<file path="src/hw/rtl/np_pkg.sv">
`default_nettype none

package np_pkg;

  // Field and state widths.
  localparam int CH_W    = 8;
  localparam int NOTE_W  = 7;
  localparam int SEMI_W  = 4;
  localparam int ACC_W   = 2;
  localparam int OCT_W   = 4;
  localparam int PHASE_W = 3;
  localparam int SUM_W   = 8;

  // Parse phases.
  localparam logic [PHASE_W-1:0] PH_LEAD   = 3'd0;
  localparam logic [PHASE_W-1:0] PH_LETTER = 3'd1;
  localparam logic [PHASE_W-1:0] PH_ACC    = 3'd2;
  localparam logic [PHASE_W-1:0] PH_TRAIL  = 3'd3;
  localparam logic [PHASE_W-1:0] PH_BAD    = 3'd4;

  // Configuration register indexes.
  localparam logic REG_MIN_NOTE = 1'b0;
  localparam logic REG_MAX_NOTE = 1'b1;

  // Reset values.
  localparam logic [NOTE_W-1:0] RESET_MIN_NOTE = 7'd12;
  localparam logic [NOTE_W-1:0] RESET_MAX_NOTE = 7'd108;
  localparam logic [OCT_W-1:0]  DEFAULT_OCT    = 4'd4;

  // Accidental offsets in two's complement.
  localparam logic [ACC_W-1:0] ACC_NONE  = 2'd0;
  localparam logic [ACC_W-1:0] ACC_SHARP = 2'd1;
  localparam logic [ACC_W-1:0] ACC_FLAT  = 2'd3;

  // Character codes.
  localparam logic [CH_W-1:0] CHR_NUL     = 8'h00;
  localparam logic [CH_W-1:0] CHR_TAB     = 8'h09;
  localparam logic [CH_W-1:0] CHR_SPACE   = 8'h20;
  localparam logic [CH_W-1:0] CHR_HASH    = 8'h23;
  localparam logic [CH_W-1:0] CHR_ZERO    = 8'h30;
  localparam logic [CH_W-1:0] CHR_NINE    = 8'h39;
  localparam logic [CH_W-1:0] CHR_UP_A    = 8'h41;
  localparam logic [CH_W-1:0] CHR_UP_B    = 8'h42;
  localparam logic [CH_W-1:0] CHR_UP_G    = 8'h47;
  localparam logic [CH_W-1:0] CHR_LO_A    = 8'h61;
  localparam logic [CH_W-1:0] CHR_LO_B    = 8'h62;
  localparam logic [CH_W-1:0] CHR_LO_S    = 8'h73;
  localparam logic [CH_W-1:0] CHR_LO_Z    = 8'h7A;
  localparam logic [CH_W-1:0] CASE_OFFSET = 8'h20;

  // Parser state carried from one character to the next.
  typedef struct packed {
    logic [PHASE_W-1:0] phase;
    logic [SEMI_W-1:0]  semi;
    logic [ACC_W-1:0]   acc;
    logic [OCT_W-1:0]   oct;
  } np_state_t;

  localparam np_state_t STATE_RESET = '{
    phase: PH_LEAD,
    semi:  4'd0,
    acc:   ACC_NONE,
    oct:   DEFAULT_OCT
  };

  // Semitone of letters A through G, indexed from A.
  function automatic logic [SEMI_W-1:0] letter_semi(input logic [2:0] idx);
    logic [SEMI_W-1:0] s;
    case (idx)
      3'd0:    s = 4'd9;
      3'd1:    s = 4'd11;
      3'd2:    s = 4'd0;
      3'd3:    s = 4'd2;
      3'd4:    s = 4'd4;
      3'd5:    s = 4'd5;
      3'd6:    s = 4'd7;
      default: s = 4'd0;
    endcase
    return s;
  endfunction

endpackage

`default_nettype wire

</file>
<file path="src/hw/rtl/note_name_parser_core.sv">
`default_nettype none

// Channel   Direction  Handshake           Payload
// input     in         in_valid/in_stall   ch
// output    out        out_valid/out_stall midi_note, ok
// config    in         cfg_we              cfg_index, cfg_data
//
// One character per cycle is taken while the input is not stalled: the character
// waits in the input register, then the parse step updates the parser state,
// and a terminator loads the result register.
// Reset (rst, synchronous) empties both registers, restores the limits to 12
// and 108 and puts the parser in its leading-blank phase.
// A stalled result holds the terminator in the input register; other
// characters keep flowing, and the input stalls only behind a held terminator.
module note_name_parser_core (
  input  wire logic                         clk,
  input  wire logic                         rst,
  input  wire logic                         in_valid,
  output logic                              in_stall,
  input  wire logic [np_pkg::CH_W-1:0]      ch,
  output logic                              out_valid,
  input  wire logic                         out_stall,
  output logic [np_pkg::NOTE_W-1:0]         midi_note,
  output logic                              ok,
  input  wire logic                         cfg_we,
  input  wire logic                         cfg_index,
  input  wire logic [np_pkg::NOTE_W-1:0]    cfg_data
);

  logic                         s1_valid;
  logic [np_pkg::CH_W-1:0]      ch_q;
  logic                         s1_adv;
  logic                         out_load;
  logic [np_pkg::NOTE_W-1:0]    min_note;
  logic [np_pkg::NOTE_W-1:0]    max_note;
  np_pkg::np_state_t            state;
  np_pkg::np_state_t            state_next;
  logic                         is_term;
  logic [np_pkg::NOTE_W-1:0]    step_note;
  logic                         step_ok;

  // Configuration registers.
  always_ff @(posedge clk) begin
    if (rst) begin
      min_note <= np_pkg::RESET_MIN_NOTE;
      max_note <= np_pkg::RESET_MAX_NOTE;
    end else if (cfg_we) begin
      if (cfg_index == np_pkg::REG_MIN_NOTE) begin
        min_note <= cfg_data;
      end else begin
        max_note <= cfg_data;
      end
    end
  end

  np_step u_step (
    .ch         (ch_q),
    .state      (state),
    .min_note   (min_note),
    .max_note   (max_note),
    .state_next (state_next),
    .is_term    (is_term),
    .midi_note  (step_note),
    .ok         (step_ok)
  );

  // A character leaves the input register unless it is a terminator that
  // finds the result register full and stalled.
  assign s1_adv   = s1_valid && (!is_term || !out_valid || !out_stall);
  assign out_load = s1_adv && is_term;
  assign in_stall = s1_valid && !s1_adv;

  // Input register.
  always_ff @(posedge clk) begin
    if (rst) begin
      s1_valid <= 1'b0;
    end else if (!in_stall) begin
      s1_valid <= in_valid;
    end
  end

  always_ff @(posedge clk) begin
    if (!in_stall && in_valid) begin
      ch_q <= ch;
    end
  end

  // Parser state advances with each character that leaves the input register.
  always_ff @(posedge clk) begin
    if (rst) begin
      state <= np_pkg::STATE_RESET;
    end else if (s1_adv) begin
      state <= state_next;
    end
  end

  // Result register.
  always_ff @(posedge clk) begin
    if (rst) begin
      out_valid <= 1'b0;
    end else if (out_load) begin
      out_valid <= 1'b1;
    end else if (!out_stall) begin
      out_valid <= 1'b0;
    end
  end

  always_ff @(posedge clk) begin
    if (out_load) begin
      midi_note <= step_note;
      ok        <= step_ok;
    end
  end

`ifndef ASSERT_OFF
  // A rejected name never carries a note number.
  a_zero_when_bad : assert property (@(posedge clk) disable iff (rst)
    out_valid && !ok |-> midi_note == '0)
    else $error("result without ok carries a nonzero note");

  // The input stalls only while a character waits in the input register.
  a_stall_needs_item : assert property (@(posedge clk) disable iff (rst)
    in_stall |-> s1_valid)
    else $error("input stalled with an empty input register");

  // A terminator that moves on restarts the parser and fills the result.
  a_term_restarts : assert property (@(posedge clk) disable iff (rst)
    s1_adv && is_term |=> state.phase == np_pkg::PH_LEAD && out_valid)
    else $error("terminator did not restart the parser or load a result");
`endif

endmodule

`default_nettype wire

</file>
<file path="src/hw/rtl/np_step.sv">
`default_nettype none

// One parse step: next parser state for a character, and the note result
// that a terminator produces.
module np_step (
  input  wire logic [np_pkg::CH_W-1:0]   ch,
  input  wire np_pkg::np_state_t         state,
  input  wire logic [np_pkg::NOTE_W-1:0] min_note,
  input  wire logic [np_pkg::NOTE_W-1:0] max_note,
  output np_pkg::np_state_t              state_next,
  output logic                           is_term,
  output logic [np_pkg::NOTE_W-1:0]      midi_note,
  output logic                           ok
);

  logic                        blank;
  logic                        digit;
  logic                        sharp;
  logic                        flat;
  logic [np_pkg::CH_W-1:0]     upper;
  logic                        letter;
  logic [np_pkg::CH_W-1:0]     letter_off;
  logic [np_pkg::CH_W-1:0]     digit_off;
  logic [np_pkg::SUM_W-1:0]    oct_ext;
  logic [np_pkg::SUM_W-1:0]    sum;
  logic                        parsed;
  logic                        in_range;

  // Character classes.
  assign blank  = (ch == np_pkg::CHR_SPACE) || (ch == np_pkg::CHR_TAB);
  assign digit  = (ch >= np_pkg::CHR_ZERO) && (ch <= np_pkg::CHR_NINE);
  assign sharp  = (ch == np_pkg::CHR_HASH) || (ch == np_pkg::CHR_LO_S);
  assign flat   = (ch == np_pkg::CHR_LO_B) || (ch == np_pkg::CHR_UP_B);
  assign upper  = ((ch >= np_pkg::CHR_LO_A) && (ch <= np_pkg::CHR_LO_Z)) ?
                  ch - np_pkg::CASE_OFFSET : ch;
  assign letter = (upper >= np_pkg::CHR_UP_A) && (upper <= np_pkg::CHR_UP_G);
  assign letter_off = upper - np_pkg::CHR_UP_A;
  assign digit_off  = ch - np_pkg::CHR_ZERO;
  assign is_term    = (ch == np_pkg::CHR_NUL);

  // Phase transitions; a terminator always returns to the initial state.
  always_comb begin
    state_next = state;
    if (is_term) begin
      state_next = np_pkg::STATE_RESET;
    end else begin
      case (state.phase)
        np_pkg::PH_LEAD: begin
          if (!blank) begin
            if (letter) begin
              state_next.semi  = np_pkg::letter_semi(letter_off[2:0]);
              state_next.phase = np_pkg::PH_LETTER;
            end else begin
              state_next.phase = np_pkg::PH_BAD;
            end
          end
        end
        np_pkg::PH_LETTER: begin
          if (sharp) begin
            state_next.acc   = np_pkg::ACC_SHARP;
            state_next.phase = np_pkg::PH_ACC;
          end else if (flat) begin
            state_next.acc   = np_pkg::ACC_FLAT;
            state_next.phase = np_pkg::PH_ACC;
          end else if (digit) begin
            state_next.oct   = digit_off[np_pkg::OCT_W-1:0];
            state_next.phase = np_pkg::PH_TRAIL;
          end else if (blank) begin
            state_next.phase = np_pkg::PH_TRAIL;
          end else begin
            state_next.phase = np_pkg::PH_BAD;
          end
        end
        np_pkg::PH_ACC: begin
          if (digit) begin
            state_next.oct   = digit_off[np_pkg::OCT_W-1:0];
            state_next.phase = np_pkg::PH_TRAIL;
          end else if (blank) begin
            state_next.phase = np_pkg::PH_TRAIL;
          end else begin
            state_next.phase = np_pkg::PH_BAD;
          end
        end
        np_pkg::PH_TRAIL: begin
          if (!blank) begin
            state_next.phase = np_pkg::PH_BAD;
          end
        end
        default: begin
          state_next.phase = np_pkg::PH_BAD;
        end
      endcase
    end
  end

  // Note number: (octave + 1) * 12 + semitone + accidental. The octave times
  // twelve is two shifted copies; the smallest reachable sum is eleven.
  assign oct_ext = {{(np_pkg::SUM_W-np_pkg::OCT_W){1'b0}}, state.oct};
  assign sum = (oct_ext << 3) + (oct_ext << 2) + 8'd12
             + {{(np_pkg::SUM_W-np_pkg::SEMI_W){1'b0}}, state.semi}
             + {{(np_pkg::SUM_W-np_pkg::ACC_W){state.acc[np_pkg::ACC_W-1]}}, state.acc};

  assign parsed   = (state.phase == np_pkg::PH_LETTER) ||
                    (state.phase == np_pkg::PH_ACC) ||
                    (state.phase == np_pkg::PH_TRAIL);
  assign in_range = !sum[np_pkg::SUM_W-1] &&
                    (sum >= {1'b0, min_note}) && (sum <= {1'b0, max_note});
  assign ok        = parsed && in_range;
  assign midi_note = ok ? sum[np_pkg::NOTE_W-1:0] : '0;

endmodule

`default_nettype wire

</file>
<file path="config.mk">
export PLATFORM = sky130hd
export DESIGN_NAME = note_name_parser_core
export DESIGN_NICKNAME = d
export VERILOG_FILES = /design/src/hw/rtl/np_pkg.sv /design/src/hw/rtl/note_name_parser_core.sv /design/src/hw/rtl/np_step.sv
export SDC_FILE = /design/constraint.sdc
export NUM_CORES = 1
export LEC_CHECK = 0
export BUFFER_PORTS_ARGS = -buffer_cell sky130_fd_sc_hd__buf_2
export CAP_MARGIN = 20
export CORE_AREA = 2 2 65 83
export CTS_BUF_LIST = sky130_fd_sc_hd__clkbuf_8 sky130_fd_sc_hd__clkbuf_16
export CTS_CLUSTER_SIZE = 14
export DETAILED_ROUTE_END_ITERATION = 10
export DIE_AREA = 0 0 67 85
export MAX_ROUTING_LAYER = met4
export PLACE_DENSITY_LB_ADDON = 0.2
export SLEW_MARGIN = 10
export SYNTH_ARGS = -nofsm -noshare
export SYNTH_HDL_FRONTEND = slang
export SYNTH_SLANG_ARGS = --single-unit
</file>
<file path="constraint.sdc">
create_clock -name clk -period 5.2 [get_ports clk]
set_input_delay 0.26 -clock clk [delete_from_list [all_inputs] [get_ports clk]]
set_output_delay 0.26 -clock clk [all_outputs]
set_load 0.005 [all_outputs]
</file>
== Word level (Yosys, flattened, before mapping) ==
Cells that the tools add are included.

* Mux-type cells: 22
* Eq/ne operators: 20
* Bitwise logic cells: 1
* Magnitude comparators: 8
* Add/sub/neg operators: 7
* Reduce and logical (&&, ||, !) cells: 37

{| class="wikitable"
|+ Operator list
! kind !! count
|-
| 8-bit by 7-bit == test with 1-bit output, second input constant || 3
|-
| 4-bit case mux with 6 select lines || 1
|-
| 4-bit two-way mux || 5
|-
| 3-bit two-way mux || 6
|-
| 8-bit by 6-bit == test with 1-bit output, second input constant || 2
|-
| 8-bit by 7-bit greater-or-equal comparator with 1-bit output, second input constant || 2
|-
| 8-bit by 7-bit less-or-equal comparator with 1-bit output, second input constant || 2
|-
| 13-bit two-way mux || 1
|-
| 3-bit != test, second input constant || 4
|-
| 3-bit case mux with 4 select lines || 1
|-
| 1-bit logical AND || 10
|-
| 3-bit by 2-bit == test with 1-bit output, second input constant || 3
|-
| 3-bit == test, second input constant || 3
|-
| 7-bit by 6-bit adder with 8-bit output || 1
|-
| 8-bit by 4-bit adder with 8-bit output || 1
|-
| 8-bit by 4-bit adder with 8-bit output, second input constant || 1
|-
| 8-bit adder || 1
|-
| 8-bit by 4-bit == test with 1-bit output, second input constant || 1
|-
| 8-bit by 6-bit greater-or-equal comparator with 1-bit output, second input constant || 1
|-
| 8-bit by 7-bit greater-or-equal comparator with 1-bit output || 1
|-
| 8-bit by 6-bit less-or-equal comparator with 1-bit output, second input constant || 1
|-
| 8-bit by 7-bit less-or-equal comparator with 1-bit output || 1
|-
| 8-bit zero test || 1
|-
| 8-bit two-way mux || 1
|-
| 19 further kinds || 41
|}

* Bits in registers: 45
* Input bits: 21
* Output and inout bits: 10

== Depth between registers and ports, before layout ==
Gate-level depths: netlist of run 1.

* Depth in word-level cells: 10
* Depth in mapped cells: 16
* Gate-level depth less buffers: 15

== Modules after synthesis ==
From an unflattened synthesis of run 1, not the netlist that was laid out.

* Cell total of the unflattened synthesis: 335
* Area total of the unflattened synthesis: 3115.5 sq um

{| class="wikitable"
|+ By module, submodules not included
! module !! cells each !! times used !! area each (sq um)
|-
| note_name_parser_core || 142 || 1 || 1672.9
|-
| np_step || 193 || 1 || 1442.6
|}

== Worst setup path after synthesis of run 1 ==
No wires, ideal clock.

* Path type: register -> register
* From: register state[5] (netlist name)
* To: register midi_note[1] in the netlist's numbering, data pin
* Arrival time: 3.753 ns
* Path buffers: 0
* Path slack: 1.159 ns
* Period minus slack after synthesis: 4.041 ns
* Cell stages (with the launch flop): 14
* Data required time: 4.912 ns
* Path through: dfxtp_1 inv_1 ha_1 fa_1 inv_1 fa_1 ha_1 fa_1 xnor2_1 inv_1 ha_1 or3_1 a221oi_1 nor4b_1

* Cells in the longest elaborated chain, start to end: 5

{| class="wikitable"
|+ Ends and longest elaborated chain
! what !! RTL line !! RTL
|-
| 8-bit adder (*) || np_step.sv:101 || <nowiki>+ {{(np_pkg::SUM_W-np_pkg::ACC_W){state.acc[np_pkg::ACC_W-1]}}, state.acc};</nowiki>
|-
| via u_step.sum (one bit) || np_step.sv:25 || <nowiki>logic [np_pkg::SUM_W-1:0] sum;</nowiki>
|-
| 8-bit by 7-bit greater-or-equal comparator with 1-bit output || np_step.sv:107 || <nowiki>(sum >= {1'b0, min_note}) && (sum <= {1'b0, max_note});</nowiki>
|-
| 1-bit logical AND || np_step.sv:106 || <nowiki>assign in_range = !sum[np_pkg::SUM_W-1] &&</nowiki>
|-
| 1-bit logical AND (*) || np_step.sv:107 ||
|-
| 1-bit logical AND (*) || np_step.sv:108 || <nowiki>assign ok = parsed && in_range;</nowiki>
|-
| end signal: assignment || note_name_parser_core.sv:110 || <nowiki>midi_note <= step_note;</nowiki>
|-
| end: declaration || note_name_parser_core.sv:23 || <nowiki>output logic [np_pkg::NOTE_W-1:0] midi_note,</nowiki>
|}

Mark *: on every way through the listed nets, which the timed path passes. The rest lies on a longest branch.
A chain may end at the register's enable or synchronous reset.

== Worst setup path after layout of run 1 ==
* From: register state[5] (netlist name)
* To: register midi_note[3] in the netlist's numbering, data pin

* Cells in the longest elaborated chain, start to end: 5

{| class="wikitable"
|+ Ends and longest elaborated chain
! what !! RTL line
|-
| 8-bit adder (*) || np_step.sv:101
|-
| via u_step.sum (one bit) || np_step.sv:25
|-
| 8-bit by 7-bit greater-or-equal comparator with 1-bit output || np_step.sv:107
|-
| 1-bit logical AND || np_step.sv:106
|-
| 1-bit logical AND (*) || np_step.sv:107
|-
| 1-bit logical AND (*) || np_step.sv:108
|}

Marked as above.

==> run metrics, run 1 <==
Die Y=85 µm; max_slew headroom=0.5924; top cells by count, synth=36 x inv_1, 33 x ha_1, 29 x dfxtp_1, 21 x a21oi_1, 19 x nand2_1; Worst Tran Pin Value=609.2 ps; cts bufs inserted=5; reg2reg path depth=15; DRC=0; Top Ports=31; Worst setup EP type=register; First-pass DRT Iterations=4; hold_ws=129.4 ps; total congestion overflow=0; WS Path Type=register to register; Leak Pwr=1.334 nW; CP top delay family=adder cells; Placeable Area=4935 µm²; CP max stage delay=550 ps; Mean Syn Cell Area=9.590 µm²; Rows=29; # resized after CTS=0; WL per Instance=14.27 µm; routed vias=2,210; post-synthesis sequential area ratio=0.3751; Clock Latency Late Sink=300 ps; Root Buffer=clkbuf_8; Tot GR Track Use=0.2179; DP HPWL=4333 µm; Layout area overhead=9.553%; initial detailed-routing violation count=109; Place WS=855.4 ps; Clock Path Buffers=2; Worst Path Buf+Inv=3; largest net degree at the start of global routing=32; antenna-violating nets left=0; Power Dens Cells=219.0 nW/µm²; Design Area, Final=3099 µm²; Netlist cell types=54; # nets final=382; r2r endpoint=midi_note[3]; Starting Density=0.5733; DR vias/cell=5.755; Internal=0.0005030 W; r2r setup slk=840 ps; clock tree sinks=45; CP endpoint=midi_note[3]; share of cells above drive strength 1=0.1398; FMAX=229.6 MHz; Yosys reg bits=45; setup TNS=0 ps; Synth area leader=dfxtp_1; most numerous cell in the Yosys netlist=inv_1; top-area cell type share of the netlist area=0.2052; slowest CP cell=or4_1; CTS tree=done; worst-path cell chain=inv_1 > ha_1 > fa_1 > inv_1 > fa_1 > ha_1 > fa_1 > xnor2_1 > inv_1 > ha_1 > o21ai_0 > nand2b_1 > a21oi_1 > or4_1 > nor4b_1; Critical Path Source=state[5]; Startpoint Class=register; fin crit period=4356 ps; number of max-cap violations=0; worst hold path type=primary input to register; Max VDD drop=0.1640 mV; Worst Path Required=5300 ps; fill count=433; Final setup viols=0; combinational power share=0.108; Post-Syn Area=2829 µm²; setup repair bufs after CTS=0; Ys Warns=0; switching share of power=0.2588; setup ws final=844.0 ps; RSZ-0062 raised after global routing=false; cell count after synthesis=295; period utilisation layout=0.8377; part of the power in registers=0.578; Routed WL=5481 µm; number of port buffers=30; Die Wd=67 µm; ant diodes=0; Synth Flop Type=dfxtp_1; skew final=9.917 ps; initial antenna violation count=0; Slew Viols, Final=0; Clock power frac=0.313; crit path max fanout=8; H-tree Lvls=2; Finished Core Util=0.6280; syn nets=356; total stage count of the critical path=15; Hold Violations, Final=0; Placed Instance Area=3014 µm²; first-pass GRT wire length=9218 µm; Final GP Congestion=0.8896; Post-synth EDFFs=16; Synth area leaders=dfxtp_1 21%, edfxtp_1 17%, ha_1 15%, fa_1 5.0%, inv_1 4.8%; status=completed; Post-synth ARST share=0; Reg-to-Reg Start=state[5]; clock transition at the registers of the reported paths=80 ps; hold_buf cts=0; Worst EP arrival=4460 ps; full die area=5695 µm²; NetSw=0.0001756 W; vias in the first global route=2,147
==> power by group through the flow <==
stage / Combinational (W) / Clock, W / Sequential, W
4_1_cts: 0.0000739 / 0.000218 / 0.000392
2_1_floorplan: 0.0000583 / 0 / 0.000392
3_5_place_dp: 0.0000735 / 0 / 0.000400
3_3_place_gp: 0.0000710 / 0 / 0.000400
6_report: 0.0000736 / 0.000213 / 0.000392
5_1_grt: 0.0000835 / 0.000230 / 0.000395
==> routing by layer <==
| layer | wire length (µm) | vias to the layer above | GRT usage |
|---|---|---|---|
| li1 | - | 1101 | - |
| met1 | 2213 | 1049 | 0.2417 |
| met2 | 2906 | 50 | 0.3780 |
| met3 | 227 | 10 | 0.03581 |
| met4 | 132 | 0 | 0.09091 |
| met5 | 0 | - | - |
==> sequential cells by signal, summed over array words and instances, names as in the netlist <==
signal	flops
ch_q	8
max_note	7
midi_note	7
min_note	7
ok	1
out_valid	1
s1_valid	1
state	13
==> stage by stage <==
stage	power [W]	cells
6_report	0.0006786	384
5_1_grt	0.0007083	384
4_1_cts	0.0006840	384
3_5_place_dp	0.0004738	376
3_3_place_gp	0.0004711	376
2_1_floorplan	0.0004499	295
==> cell type report <==
cell class	count	area [µm²]	area share
Clock buffer	5	68.82	0.02220
Clock inverter	3	16.27	0.005248
Inverter	36	135.1	0.04360
Multi-Input combinational cell	202	1583	0.5107
Sequential cell	45	1061	0.3424
Tap cell	62	77.57	0.02503
Timing Repair Buffer	31	157.7	0.05087
==> how the worst min path moves through the flow <==
stage | start | endpoint | cells after the start | slack, ps
6_report | ch[6] | ch_q[6] | 1 | 130
4_1_cts | ch[6] | ch_q[6] | 1 | 120
5_1_grt | ch[4] | ch_q[4] | 1 | 120
3_5_place_dp | ch[6] | ch_q[6] | 1 | 440
2_1_floorplan | ch[0] | ch_q[0] | 0 | 360
3_3_place_gp | ch[3] | ch_q[3] | 1 | 440
==> worst register-to-register path, stage by stage, from the launching register on <==
cell	delay (ps)
dfxtp_1	490
inv_1	140
ha_1	320
fa_1	390
inv_1	80
fa_1	410
ha_1	240
fa_1	410
xnor2_1	200
inv_1	90
ha_1	300
o21ai_0	80
nand2b_1	70
a21oi_1	50
or4_1	550
nor4b_1	350
==> kinds of logic (layout without fill, tap and decap cells) <==
logic type	after synthesis	in the layout	synth area share
muxes	2	2	0.008844
xor gates and xnor gates	10	10	0.03096
buffers and inverters	48	75	0.06546
adders and majority gates	40	40	0.1955
AOI/OAI and AO/OA	62	62	0.1486
DFF	45	45	0.3751
and+or+nand+nor	88	88	0.1756
==> cells in the final DEF (no fill, tap or decap), types with 8 or more instances in the layout <==
master / instances
buf_2: 30
nand3_1: 9
nand2_1: 19
ha_1: 33
edfxtp_1: 16
dfxtp_1: 29
inv_1: 36
nand2b_1: 8
xnor2_1: 9
a21oi_1: 21
nor2_1: 10
Power figures use the tool's default switching activity.
==> inputs of run 2 (changes only) <==
clock period = 4.2 ns   (was 5.2 ns; I/O delays follow)
==> run metrics, run 2 (synthesis gave the netlist of run 1 again) <==
Biggest register=state (unchanged); Worst EP arrival=4170 ps (was 4460 ps); routed vias=2,184 (was 2,210); Root Buffer=clkbuf_8 (unchanged); max_slew headroom=0.5756 (was 0.5924); Design Area, Final=3314 µm² (was 3099 µm²); Final GP Congestion=0.8783 (was 0.8896); Die Y=85 µm (unchanged); WS Path Type=register to register (unchanged); setup ws final=151.4 ps (was 844.0 ps); met1 Use GR=0.2464 (was 0.2417); Tot GR Track Use=0.2217 (was 0.2179); CP endpoint=midi_note[6] (was midi_note[3]); Slew Viols, Final=0 (unchanged); Regs by FF count=state (13), ch_q (8) (unchanged); Internal=0.0006862 W (was 0.0005030 W); GR met2 Demand/Resource=0.3951 (was 0.3780); cts bufs inserted=5 (unchanged); r2r setup slk=150 ps (was 840 ps); Starting Density=0.5733 (unchanged); Critical Path Source=state[1] (was state[5]); vias in the first global route=2,127 (was 2,147); DRC=0 (unchanged); Leak Pwr=1.402 nW (was 1.334 nW); Worst setup EP type=register (unchanged); total stage count of the critical path=15 (unchanged); DR vias/cell=5.658 (was 5.755); Worst Tran Pin Value=634.2 ps (was 609.2 ps); Hold Violations, Final=0 (unchanged); FMAX=247.0 MHz (was 229.6 MHz); Place WS=-91.08 ps (was 855.4 ps); First-pass DRT Iterations=4 (unchanged); antenna-violating nets left=0 (unchanged); worst hold path type=primary input to register (unchanged); first-pass GRT wire length=9370 µm (was 9218 µm); CP max stage delay=610 ps (was 550 ps); most frequent cells in the layout=35 x inv_1, 30 x ha_1, 30 x buf_2 (was 36 x inv_1, 33 x ha_1, 30 x buf_2); Finished Core Util=0.6717 (was 0.6280); fill count=422 (was 433); fin crit period=4049 ps (was 4356 ps); skew final=10.35 ps (was 9.917 ps); clock transition at the registers of the reported paths=80 ps (about the same); slowest CP cell=or4_4 (was or4_1); CTS tree=done (unchanged); Max VDD drop=0.2355 mV (was 0.1640 mV); switching share of power=0.2410 (was 0.2588); Top Ports=31 (unchanged); Routed WL=5707 µm (was 5481 µm); Layout area overhead=17.16% (was 9.553%); share of cells above drive strength 1=0.2006 (was 0.1398); Power Dens Cells=272.8 nW/µm² (was 219.0 nW/µm²); DP HPWL=4381 µm (was 4333 µm); Sequential Area=1062 µm² (was 1061 µm²); Worst Path Required=4320 ps (was 5300 ps); period utilisation layout=0.9640 (was 0.8377); initial antenna violation count=0 (unchanged); max FFs per register=13 (unchanged); # nets final=384 (was 382); CP top delay family=adder cells (unchanged); H-tree Lvls=2 (unchanged); full die area=5695 µm² (unchanged); multi-input logic area=1755 µm² (was 1583 µm²); combinational power share=0.109 (was 0.108); Placeable Area=4935 µm² (unchanged); Placed Instance Area=3022 µm² (was 3014 µm²); most crowded layer after global routing=met2 (unchanged); largest net degree at the start of global routing=32 (unchanged); NetSw=0.0002179 W (was 0.0001756 W); crit path max fanout=8 (unchanged); worst-path cell chain=inv_1 > ha_1 > inv_1 > fa_1 > fa_1 > ha_4 > fa_2 > xnor2_4 > inv_2 > ha_4 > o21ai_0 > nand2b_1 > a21oi_1 > or4_4 > nor4b_4 (was inv_1 > ha_1 > fa_1 > inv_1 > fa_1 > ha_1 > fa_1 > xnor2_1 > inv_1 > ha_1 > o21ai_0 > nand2b_1 > a21oi_1 > or4_1 > nor4b_1); reg2reg path depth=15 (unchanged); Clock Latency Late Sink=300 ps (about the same); number of port buffers=30 (unchanged); ant diodes=0 (unchanged); Die Wd=67 µm (unchanged); clock tree sinks=45 (unchanged); Clock Path Buffers=2 (unchanged); total congestion overflow=0 (unchanged); Startpoint Class=register (unchanged); status=completed (unchanged); Worst Path Buf+Inv=3 (unchanged); Reg-to-Reg Start=state[1] (was state[5]); part of the power in registers=0.537 (was 0.578); number of max-cap violations=0 (unchanged); r2r endpoint=midi_note[6] (was midi_note[3]); Final setup viols=0 (unchanged); WL per Instance=14.78 µm (was 14.27 µm); Rows=29 (unchanged); hold_buf cts=0 (unchanged); initial detailed-routing violation count=118 (was 109); GR Util met3=0.03448 (was 0.03581); Clock power frac=0.354 (was 0.313); commonest non-fill, non-tap cell in the layout=inv_1 (unchanged)
## run 2: cell types whose count changed in the layout (fill, tap and decap cells not counted), moves of 3 or more
| cell | change |
|---|---|
| ha_1 | -3 |
| ha_4 | +3 |
| nor4b_1 | -5 |
| nor4b_4 | +4 |
## run 2: power groups by stage
stage	clock (W)	combinational (W)	sequential, W
after CTS	0.000328	0.0000912	0.000485
after floorplan	0	0.0000721	0.000485
after global routing	0.000348	0.000112	0.000489
final	0.000320	0.0000989	0.000486
after detailed placement	0	0.0000904	0.000496
after global placement	0	0.0000878	0.000495
## run 2: metal layers
metal / vias to the layer above / routed length (µm)
met4: 0 / 118
met3: 12 / 158
li1: 1114 / -
met1: 1025 / 2329
met2: 33 / 3101
met5: - / 0
## run 2: worst register-to-register path, cell delays in order (launching register included)
cell	delay [ps]
dfxtp_2	350
inv_1	50
ha_1	260
inv_1	50
fa_1	520
fa_1	460
ha_4	200
fa_2	410
xnor2_4	190
inv_2	70
ha_4	260
o21ai_0	70
nand2b_1	70
a21oi_1	60
or4_4	610
nor4b_4	240
## run 2: how the worst min path moves through the flow
stage	cells after the start	slack, ps	end	start
floorplan	0	310	ch_q[0]	ch[0]
global placement	1	390	ch_q[4]	ch[4]
detailed placement	1	390	ch_q[0]	ch[0]
CTS	1	70	ch_q[0]	ch[0]
global route	1	70	ch_q[1]	ch[1]
finish	1	80	ch_q[7]	ch[7]
## run 2: metrics by stage
stage / hold WS [ps] / TNS [ps] / std cells / power, W
after floorplan: 308.9 / 0 / 295 / 0.0005570
after global placement: 387.2 / 0 / 377 / 0.0005833
after detailed placement: 388.4 / -317.7 / 377 / 0.0005861
after CTS: 72.16 / 0 / 385 / 0.0009048
after global routing: 67.29 / -30.41 / 386 / 0.0009479
final: 83.05 / 0 / 386 / 0.0009042
## run 2: what timing repair did
| item | CTS | global route |
|---|---|---|
| buffers inserted | 0 | 1 |
| hold endpoints to repair | 0 | 0 |
| gates resized for setup | 2 | 26 |
| endpoints found under the setup margin | 7 | 8 |
| pin swaps | 0 | 11 |
## run 2: final cells by class
cell class | count | share of cell area
multi-input combinational | 202 | 0.5296
clock inverter | 3 | 0.01284
sequential | 45 | 0.3205
timing repair buffer | 33 | 0.05210
tap | 62 | 0.02341
clock buffer | 5 | 0.02076
inverter | 36 | 0.04077
